--- src/hw/rtl/s2cd_pkg.sv ---
package s2cd_pkg;

   localparam int STAGES = 11;

   localparam logic [31:0] EPOCH_DELTA   = 32'd2082841761;
   localparam logic [31:0] BIAS_RESET    = 32'd0 - EPOCH_DELTA;

   localparam logic [25:0] M_DAY         = 26'd50903317;
   localparam logic [16:0] SEC_PER_DAY   = 17'd86400;
   localparam logic [13:0] M_HOUR        = 14'd9321;
   localparam logic [11:0] SEC_PER_HOUR  = 12'd3600;
   localparam logic [10:0] M_MIN         = 11'd1093;
   localparam logic [5:0]  SEC_PER_MIN   = 6'd60;
   localparam logic [16:0] M_WEEK        = 17'd74899;
   localparam logic [2:0]  DAYS_PER_WEEK = 3'd7;
   localparam logic [15:0] WDAY_BIAS     = 16'd4;

   localparam logic [19:0] DAYS_TO_1970  = 20'd719468;
   localparam logic [19:0] ERA4_START    = 20'd584388;
   localparam logic [19:0] ERA5_START    = 20'd730485;
   localparam logic [16:0] M_1460        = 17'd91930;
   localparam logic [17:0] DAYS_PER_CENT = 18'd36524;
   localparam logic [17:0] DAYS_LAST     = 18'd146096;
   localparam logic [18:0] M_365         = 19'd367720;
   localparam logic [8:0]  DAYS_PER_YEAR = 9'd365;
   localparam logic [11:0] YEAR_ERA4     = 12'd1600;
   localparam logic [11:0] YEAR_ERA5     = 12'd2000;
   localparam logic [11:0] M_153         = 12'd3427;
   localparam logic [11:0] M_5           = 12'd3277;
   localparam logic [7:0]  DAYS_5_MONTHS = 8'd153;
   localparam logic [11:0] YEAR_BASE     = 12'd1900;
   localparam logic [8:0]  MAR_TO_JAN    = 9'd306;
   localparam logic [8:0]  JAN_TO_MAR    = 9'd59;
   localparam logic [3:0]  MAR_MONTH     = 4'd2;
   localparam logic [3:0]  JAN_OFFSET    = 4'd10;

   typedef struct packed {
      logic [STAGES-1:0] en;
      logic [STAGES-1:0] vld;
   } ctl_type;

   typedef struct packed {
      logic [31:0] secs;
      logic [50:0] prod_day;
      logic [15:0] days;
      logic [16:0] rem;
      logic [26:0] hprod;
      logic [15:0] d4;
      logic [32:0] wprod;
      logic [17:0] doe;
      logic        era5;
      logic [4:0]  hour_v;
      logic [11:0] ms;
      logic [2:0]  wday;
      logic [32:0] q1prod;
      logic [2:0]  q2;
      logic        q3;
      logic [20:0] mprod;
      logic [17:0] n;
      logic [5:0]  minute_v;
      logic [5:0]  second_v;
      logic [36:0] yprod;
      logic [8:0]  doy;
      logic [11:0] y;
      logic        leap;
      logic [22:0] mpprod;
      logic [3:0]  mon;
      logic [7:0]  years;
      logic [8:0]  yday;
      logic [22:0] dprod;
      logic [4:0]  mday;
   } item_type;

endpackage

--- src/hw/rtl/s2cd_flow.sv ---
module s2cd_flow
   import s2cd_pkg::*;
(
   input  logic    clock,
   input  logic    reset,
   input  logic    req_valid,
   output logic    req_ready,
   output logic    rsp_valid,
   input  logic    rsp_ready,
   output ctl_type ctl
);

   logic [STAGES-1:0] vld_ff;
   logic [STAGES-1:0] vld_in;
   logic [STAGES-1:0] en;

   always_comb begin
      en[STAGES-1] = !vld_ff[STAGES-1] || rsp_ready;
      for (int i = STAGES - 2; i >= 0; i--) begin
         en[i] = !vld_ff[i] || en[i+1];
      end
   end

   always_comb begin
      for (int i = 0; i < STAGES; i++) begin
         if (en[i]) begin
            vld_in[i] = (i == 0) ? req_valid : vld_ff[(i == 0) ? 0 : i - 1];
         end else begin
            vld_in[i] = vld_ff[i];
         end
      end
   end

   always_ff @(posedge clock) begin
      if (reset) begin
         vld_ff <= '0;
      end else begin
         vld_ff <= vld_in;
      end
   end

   assign req_ready = en[0];
   assign rsp_valid = vld_ff[STAGES-1];
   assign ctl.en    = en;
   assign ctl.vld   = vld_ff;

   a_count: assert property (@(posedge clock) disable iff (reset)
      1'b1 |=> $countones(vld_ff) == $past($countones(vld_ff))
               + ($past(req_valid && req_ready) ? 1 : 0)
               - ($past(rsp_valid && rsp_ready) ? 1 : 0))
      else $error("beat count through the pipeline is off");

   a_enter: assert property (@(posedge clock) disable iff (reset)
      req_valid && req_ready |=> vld_ff[0])
      else $error("accepted beat missing from first stage");

   a_full: assert property (@(posedge clock) disable iff (reset)
      (&vld_ff) && !rsp_ready |-> !req_ready)
      else $error("full stalled pipeline still takes a beat");

   a_block: assert property (@(posedge clock) disable iff (reset)
      !req_ready |-> vld_ff[0])
      else $error("input blocked while first stage is empty");

endmodule

--- src/hw/rtl/seconds_to_civil_date_top.sv ---
// Converts a local timestamp in seconds into a broken-down GMT calendar
// date (second, minute, hour, day of month, month 0-11, years since 1900,
// weekday, day of year from January 1). The zone offset written on the
// csr port is subtracted together with the fixed epoch delta, modulo 2^32,
// before conversion; write it only while no beat is in flight. The block
// takes one beat per cycle unless a stall at the result side backs up to
// the first stage. Results leave an eleven-stage register pipeline in which
// most divisions by a constant are reciprocal multiplies, spread over the
// stages; those by 36524 and by 100 are compares. A stall at the result side
// holds the run of full stages ending at the output; empty stages still fill.
module seconds_to_civil_date_top
   import s2cd_pkg::*;
(
   input  logic        clock,
   input  logic        reset,
   input  logic        csr_write_en,
   input  logic [17:0] csr_zone_offset_seconds,
   input  logic        req_valid,
   output logic        req_ready,
   input  logic [31:0] req_time_seconds,
   output logic        rsp_valid,
   input  logic        rsp_ready,
   output logic [5:0]  rsp_second,
   output logic [5:0]  rsp_minute,
   output logic [4:0]  rsp_hour,
   output logic [4:0]  rsp_day_of_month,
   output logic [3:0]  rsp_month,
   output logic [7:0]  rsp_years_since_1900,
   output logic [2:0]  rsp_weekday,
   output logic [8:0]  rsp_day_of_year
);

   ctl_type  ctl;
   logic [31:0] bias_ff;
   logic [31:0] bias_in;
   item_type pipe_ff [STAGES];
   item_type pipe_in [STAGES];

   s2cd_flow u_flow (
      .clock     (clock),
      .reset     (reset),
      .req_valid (req_valid),
      .req_ready (req_ready),
      .rsp_valid (rsp_valid),
      .rsp_ready (rsp_ready),
      .ctl       (ctl)
   );

   assign bias_in = 32'd0 - {{14{csr_zone_offset_seconds[17]}}, csr_zone_offset_seconds}
                    - EPOCH_DELTA;

   always_ff @(posedge clock) begin
      if (reset) begin
         bias_ff <= BIAS_RESET;
      end else if (csr_write_en) begin
         bias_ff <= bias_in;
      end
   end

   always_comb begin
      logic [32:0] day_base;
      logic [32:0] rem_w;
      logic [19:0] shifted;
      logic [19:0] doe_w;
      logic [16:0] hour_base;
      logic [16:0] ms_w;
      logic [13:0] wq;
      logic [16:0] wq7;
      logic [15:0] wtmp;
      logic [6:0]  q1;
      logic [5:0]  min_q;
      logic [11:0] min_base;
      logic [11:0] sec_w;
      logic [8:0]  yoe;
      logic [1:0]  c100;
      logic [17:0] yr_base;
      logic [17:0] doy_w;
      logic [11:0] mnum;
      logic [3:0]  mp;
      logic [11:0] dnum;
      logic [8:0]  dq;
      logic [8:0]  mday_w;
      logic [11:0] civil_y;
      logic [11:0] years_w;

      pipe_in[0]      = pipe_ff[0];
      pipe_in[0].secs = req_time_seconds + bias_ff;

      pipe_in[1]          = pipe_ff[0];
      pipe_in[1].prod_day = 51'(pipe_ff[0].secs[31:7]) * 51'(M_DAY);

      pipe_in[2]      = pipe_ff[1];
      pipe_in[2].days = pipe_ff[1].prod_day[50:35];
      day_base        = 33'(pipe_in[2].days) * 33'(SEC_PER_DAY);
      rem_w           = {1'b0, pipe_ff[1].secs} - day_base;
      pipe_in[2].rem  = rem_w[16:0];

      pipe_in[3]       = pipe_ff[2];
      pipe_in[3].hprod = 27'(pipe_ff[2].rem[16:4]) * 27'(M_HOUR);
      pipe_in[3].d4    = pipe_ff[2].days + WDAY_BIAS;
      pipe_in[3].wprod = 33'(pipe_in[3].d4) * 33'(M_WEEK);
      shifted          = {4'd0, pipe_ff[2].days} + DAYS_TO_1970;
      pipe_in[3].era5  = shifted >= ERA5_START;
      doe_w            = shifted - (pipe_in[3].era5 ? ERA5_START : ERA4_START);
      pipe_in[3].doe   = doe_w[17:0];

      pipe_in[4]        = pipe_ff[3];
      pipe_in[4].hour_v = pipe_ff[3].hprod[25:21];
      hour_base         = 17'(pipe_in[4].hour_v) * 17'(SEC_PER_HOUR);
      ms_w              = pipe_ff[3].rem - hour_base;
      pipe_in[4].ms     = ms_w[11:0];
      wq                = pipe_ff[3].wprod[32:19];
      wq7               = 17'(wq) * 17'(DAYS_PER_WEEK);
      wtmp              = pipe_ff[3].d4 - wq7[15:0];
      pipe_in[4].wday   = wtmp[2:0];
      pipe_in[4].q1prod = 33'(pipe_ff[3].doe[17:2]) * 33'(M_1460);
      pipe_in[4].q2     = 3'(pipe_ff[3].doe >= DAYS_PER_CENT)
                        + 3'(pipe_ff[3].doe >= 18'(2 * DAYS_PER_CENT))
                        + 3'(pipe_ff[3].doe >= 18'(3 * DAYS_PER_CENT))
                        + 3'(pipe_ff[3].doe >= DAYS_LAST);
      pipe_in[4].q3     = pipe_ff[3].doe == DAYS_LAST;

      pipe_in[5]       = pipe_ff[4];
      pipe_in[5].mprod = 21'(pipe_ff[4].ms[11:2]) * 21'(M_MIN);
      q1               = pipe_ff[4].q1prod[31:25];
      pipe_in[5].n     = pipe_ff[4].doe - {11'd0, q1} + {15'd0, pipe_ff[4].q2}
                       - {17'd0, pipe_ff[4].q3};

      pipe_in[6]          = pipe_ff[5];
      min_q               = pipe_ff[5].mprod[19:14];
      pipe_in[6].minute_v = min_q;
      min_base            = 12'(min_q) * 12'(SEC_PER_MIN);
      sec_w               = pipe_ff[5].ms - min_base;
      pipe_in[6].second_v = sec_w[5:0];
      pipe_in[6].yprod    = 37'(pipe_ff[5].n) * 37'(M_365);

      pipe_in[7]      = pipe_ff[6];
      yoe             = pipe_ff[6].yprod[35:27];
      c100            = 2'(yoe >= 9'd100) + 2'(yoe >= 9'd200) + 2'(yoe >= 9'd300);
      yr_base         = 18'(yoe) * 18'(DAYS_PER_YEAR) + {11'd0, yoe[8:2]}
                        - {16'd0, c100};
      doy_w           = pipe_ff[6].doe - yr_base;
      pipe_in[7].doy  = doy_w[8:0];
      pipe_in[7].y    = {3'd0, yoe} + (pipe_ff[6].era5 ? YEAR_ERA5 : YEAR_ERA4);
      pipe_in[7].leap = (yoe[1:0] == 2'd0) && (yoe != 9'd100) && (yoe != 9'd200)
                        && (yoe != 9'd300);

      pipe_in[8]        = pipe_ff[7];
      mnum              = 12'(pipe_ff[7].doy) * 12'd5 + 12'd2;
      pipe_in[8].mpprod = 23'(mnum[10:0]) * 23'(M_153);

      pipe_in[9]       = pipe_ff[8];
      mp               = pipe_ff[8].mpprod[22:19];
      pipe_in[9].mon   = (mp < JAN_OFFSET) ? mp + MAR_MONTH : mp - JAN_OFFSET;
      civil_y          = pipe_ff[8].y + {11'd0, pipe_in[9].mon <= 4'd1};
      years_w          = civil_y - YEAR_BASE;
      pipe_in[9].years = years_w[7:0];
      pipe_in[9].yday  = (pipe_ff[8].doy >= MAR_TO_JAN)
                       ? pipe_ff[8].doy - MAR_TO_JAN
                       : pipe_ff[8].doy + JAN_TO_MAR + {8'd0, pipe_ff[8].leap};
      dnum             = 12'(mp) * 12'(DAYS_5_MONTHS) + 12'd2;
      pipe_in[9].dprod = 23'(dnum[10:0]) * 23'(M_5);

      pipe_in[10]      = pipe_ff[9];
      dq               = pipe_ff[9].dprod[22:14];
      mday_w           = pipe_ff[9].doy - dq + 9'd1;
      pipe_in[10].mday = mday_w[4:0];
   end

   always_ff @(posedge clock) begin
      for (int i = 0; i < STAGES; i++) begin
         if (ctl.en[i]) begin
            pipe_ff[i] <= pipe_in[i];
         end
      end
   end

   assign rsp_second           = pipe_ff[STAGES-1].second_v;
   assign rsp_minute           = pipe_ff[STAGES-1].minute_v;
   assign rsp_hour             = pipe_ff[STAGES-1].hour_v;
   assign rsp_day_of_month     = pipe_ff[STAGES-1].mday;
   assign rsp_month            = pipe_ff[STAGES-1].mon;
   assign rsp_years_since_1900 = pipe_ff[STAGES-1].years;
   assign rsp_weekday          = pipe_ff[STAGES-1].wday;
   assign rsp_day_of_year      = pipe_ff[STAGES-1].yday;

   a_ranges: assert property (@(posedge clock) disable iff (reset)
      rsp_valid |-> rsp_second < 6'd60 && rsp_minute < 6'd60 && rsp_hour < 5'd24
                    && rsp_month < 4'd12 && rsp_weekday < 3'd7)
      else $error("time or month field out of range");

   a_date: assert property (@(posedge clock) disable iff (reset)
      rsp_valid |-> rsp_day_of_month != 5'd0 && rsp_day_of_year < 9'd366
                    && rsp_years_since_1900 >= 8'd70 && rsp_years_since_1900 <= 8'd206)
      else $error("date field out of range");

   a_hold: assert property (@(posedge clock) disable iff (reset)
      rsp_valid && !rsp_ready |=> $stable(pipe_ff[STAGES-1]))
      else $error("output stage changed under a stall");

endmodule
--- config.mk ---
export PLATFORM = sky130hd
export DESIGN_NAME = seconds_to_civil_date_top
export DESIGN_NICKNAME = d
export VERILOG_FILES = /design/src/hw/rtl/s2cd_pkg.sv /design/src/hw/rtl/s2cd_flow.sv /design/src/hw/rtl/seconds_to_civil_date_top.sv
export SDC_FILE = /design/constraint.sdc
export NUM_CORES = 2
export LEC_CHECK = 0
export BUFFER_PORTS_ARGS = -buffer_cell sky130_fd_sc_hd__buf_4
export CAP_MARGIN = 20
export CORE_MARGIN = 4
export CORE_UTILIZATION = 25
export DETAILED_ROUTE_END_ITERATION = 16
export SYNTH_ARGS = -nofsm -noshare
export SYNTH_HDL_FRONTEND = slang
export SYNTH_MEMORY_MAX_BITS = 65536
export SYNTH_SLANG_ARGS = --single-unit
--- constraint.sdc ---
create_clock -name clock -period 21.7 [get_ports clock]
set_input_delay 3.255 -clock clock [delete_from_list [all_inputs] [get_ports clock]]
set_output_delay 3.255 -clock clock [all_outputs]
set_load 0.02 [all_outputs]
==> flow_metrics.env <==
export IMPL_clk_pin_slew_ns=0.07
export IMPL_final_cell_mix="1133 x ha_1, 1091 x inv_1, 558 x fa_1"
export IMPL_num_vias=31342
export IMPL_final_common_cell="ha_1"
export IMPL_drtAntennaViolNets=0
export IMPL_place_congestion=0.860
export IMPL_setup_viol=0
export IMPL_clock_skew_ns=0.0217
export IMPL_finalWorstPathRequiredPeriod_ns=9.17
export IMPL_hold_class="flip-flop to flip-flop"
export IMPL_h_tree_depth=2
export IMPL_async_reset_ff_share_pct=0
export IMPL_ys_warn_count=0
export IMPL_wl_met3_um=3520
export IMPL_die_h_um=464
export IMPL_synth_edff_count=454
export IMPL_cts_root_buf="clkbuf_16"
export IMPL_grt_setup_unrepaired="false"
export IMPL_hpwl_um=87000
export IMPL_first_pass_iters=5
export IMPL_grt_pass1_vias=33439
export IMPL_num_rows=167
export IMPL_drv_cap=0
export IMPL_synth_nets=6345
export IMPL_cts_sinks=486
export IMPL_synth_seq_area_share_pct=27.4
export IMPL_portBuffers=102
export IMPL_cts_hold_buf=0
export IMPL_wl_per_cell_um=13.7
export IMPL_viasPerCell=4.14
export IMPL_synth_ff_type="edfxtp_1"
export IMPL_drive_gt1_share_pct=4.85
export IMPL_core_area_um2=207000
export IMPL_synthXorXnorAreaFrac_pct=4.46
export IMPL_die_w_um=464
export IMPL_end_kind="primary output"
export IMPL_rr_startpoint="pipe_ff[7][86]"
export IMPL_wirelength_um=104000
export IMPL_crit_family="simple AND/OR/NAND/NOR gates"
export IMPL_top_layer="met4"
export IMPL_drcViolationCount=0
export IMPL_cts_setup_buffers=0
export IMPL_synth_seq_cells=486
export IMPL_crit_path_max_fanout=52
export IMPL_grt_max_degree=53
export IMPL_synth_top_family_by_area="adder cells"
export IMPL_cp_slowest_stage_delay_ns=0.55
export IMPL_crit_top_cell="buf_4"
export IMPL_clkLatencyLatePin_ns=0.62
export IMPL_fill_cells=21405
export IMPL_drtIter0Drc=1326
export IMPL_syn_inst=4599
export IMPL_critPathLaunchType="primary input"
export IMPL_fp_dieArea_um2=215000
export IMPL_cp_arrival_ns=5.91
export IMPL_fin_setup_tns_ns=0
export IMPL_avgSynthCellArea_um2=11.3
export IMPL_wl_met1_um=49000
export IMPL_synth_adder_area_share_pct=48.7
export IMPL_grt_usage_pct=9.76
export IMPL_ys_types=77
export IMPL_path_cells="buf_4 -> nor2b_1 -> inv_2 -> nor2_1 -> nand3_2 -> buf_4 -> nor2_1 -> nand4_1 -> buf_4 -> buf_4"
export IMPL_status="finished, final reports clean"
export IMPL_io_pins=103
export IMPL_cts_made_buffers=48
export IMPL_worstSetupPathType="primary input to primary output"
export IMPL_synth_compound_area_share_pct=5.99
export IMPL_multi_input_area_um2=33600
export IMPL_slew_headroom_pct=36.9
export IMPL_start_util_pct=25.1
export IMPL_syn_to_final_growth_pct=11.4
export IMPL_worst_path_max_delay_cell="nor2_1"
export IMPL_grt_pass1_wl_um=173000
export IMPL_clockBufferDepth=3
export IMPL_finalNetCount=6486
export IMPL_worstSetupStartpoint="rsp_ready"
export IMPL_cts_resized=0
export IMPL_synth_simple_gate_area_share_pct=5.16
export IMPL_gr_total_overflow=0
export IMPL_fmaxAchievable_ghz=0.109
export IMPL_cp_required_ns=18.45
export IMPL_antenna_found_initial=3
export IMPL_worst_path_buf_inv=5
export IMPL_fin_crit_sh_pct=42.2
export IMPL_syn_area_um2=52000
export IMPL_diodes=0
export IMPL_tritoncts="yes"
export IMPL_seqCellArea_um2=14300
export IMPL_final_max_slew_viol_count=0
export IMPL_muxShareOfSynthArea_pct=0.154
export IMPL_min_from="pipe_ff[9][220]"
export IMPL_worst_pin_slew_ns=0.943
export IMPL_hold_viol_final=0
export IMPL_wl_met2_um=49400
## per-stage QoR
step | area, µm² | hold slack (ns) | utilization (%) | setup WS (ns) | std cells
final | 58000 | 0.408 | 28.0 | 12.53 | 7568
after global routing | 58000 | 0.421 | 28.0 | 12.18 | 7568
after CTS | 57900 | 0.403 | 28.0 | 11.96 | 7566
after detailed placement | 56300 | 0.405 | 27.2 | 11.97 | 7476
after global placement | 56300 | 0.402 | 27.2 | 12.04 | 7476
after floorplan | 52000 | 0.400 | - | 10.80 | 4599
## Yosys cell counts, types with 31 or more instances
cell type	n	area share, %
nor2b_1	32	0.38
a21oi_1	161	1.5
dfxtp_1	32	1.2
nand2b_1	31	0.37
nand3_1	45	0.43
nor2_1	154	1.1
a21o_1	63	0.91
nor3_1	49	0.47
fa_1	558	21
xor2_1	78	1.3
nand2_1	113	0.82
o21ai_0	77	0.74
edfxtp_1	454	26
inv_1	1093	7.9
xnor2_1	187	3.1
ha_1	1133	27
## state kept, by name, indices dropped and copies added (netlist names)
| register | count |
|---|---|
| u_flow.vld_ff | 11 |
| bias_ff | 21 |
| pipe_ff | 454 |
## final timing paths
path / slack [ns] / end / cells past startpoint
setup reg to reg: 13.56 / pipe_ff[8][71] / 30
hold reg to reg: 0.41 / pipe_ff[10][220] / 0
hold / removal: 0.41 / pipe_ff[10][220] / 0
setup / recovery: 12.53 / req_ready / 10
## layer usage
metal	vias to the layer above	global-route usage, %
li1	15466	-
met4	0	1.78
met1	15291	13.2
met5	-	0
met2	452	16.7
met3	133	1.30
## cell families after synthesis
group / Yosys count
simple gates: 542
buf+inv: 1118
mux: 8
xor+xnor: 265
fa+ha+maj: 1691
flops: 486
compound gates: 489
## area by class of cell
type / count / share of cell area [%]
clock buffer: 60 / 2.20
clock inverter: 30 / 0.611
inverter: 1093 / 7.08
multi-input combinational: 2995 / 57.9
sequential: 486 / 24.6
tap: 2788 / 6.02
timing repair buffer: 116 / 1.56
Power is left out: the tool's default activity adds up to more than one toggle a clock period on the data nets, which glitch-free logic cannot reach.
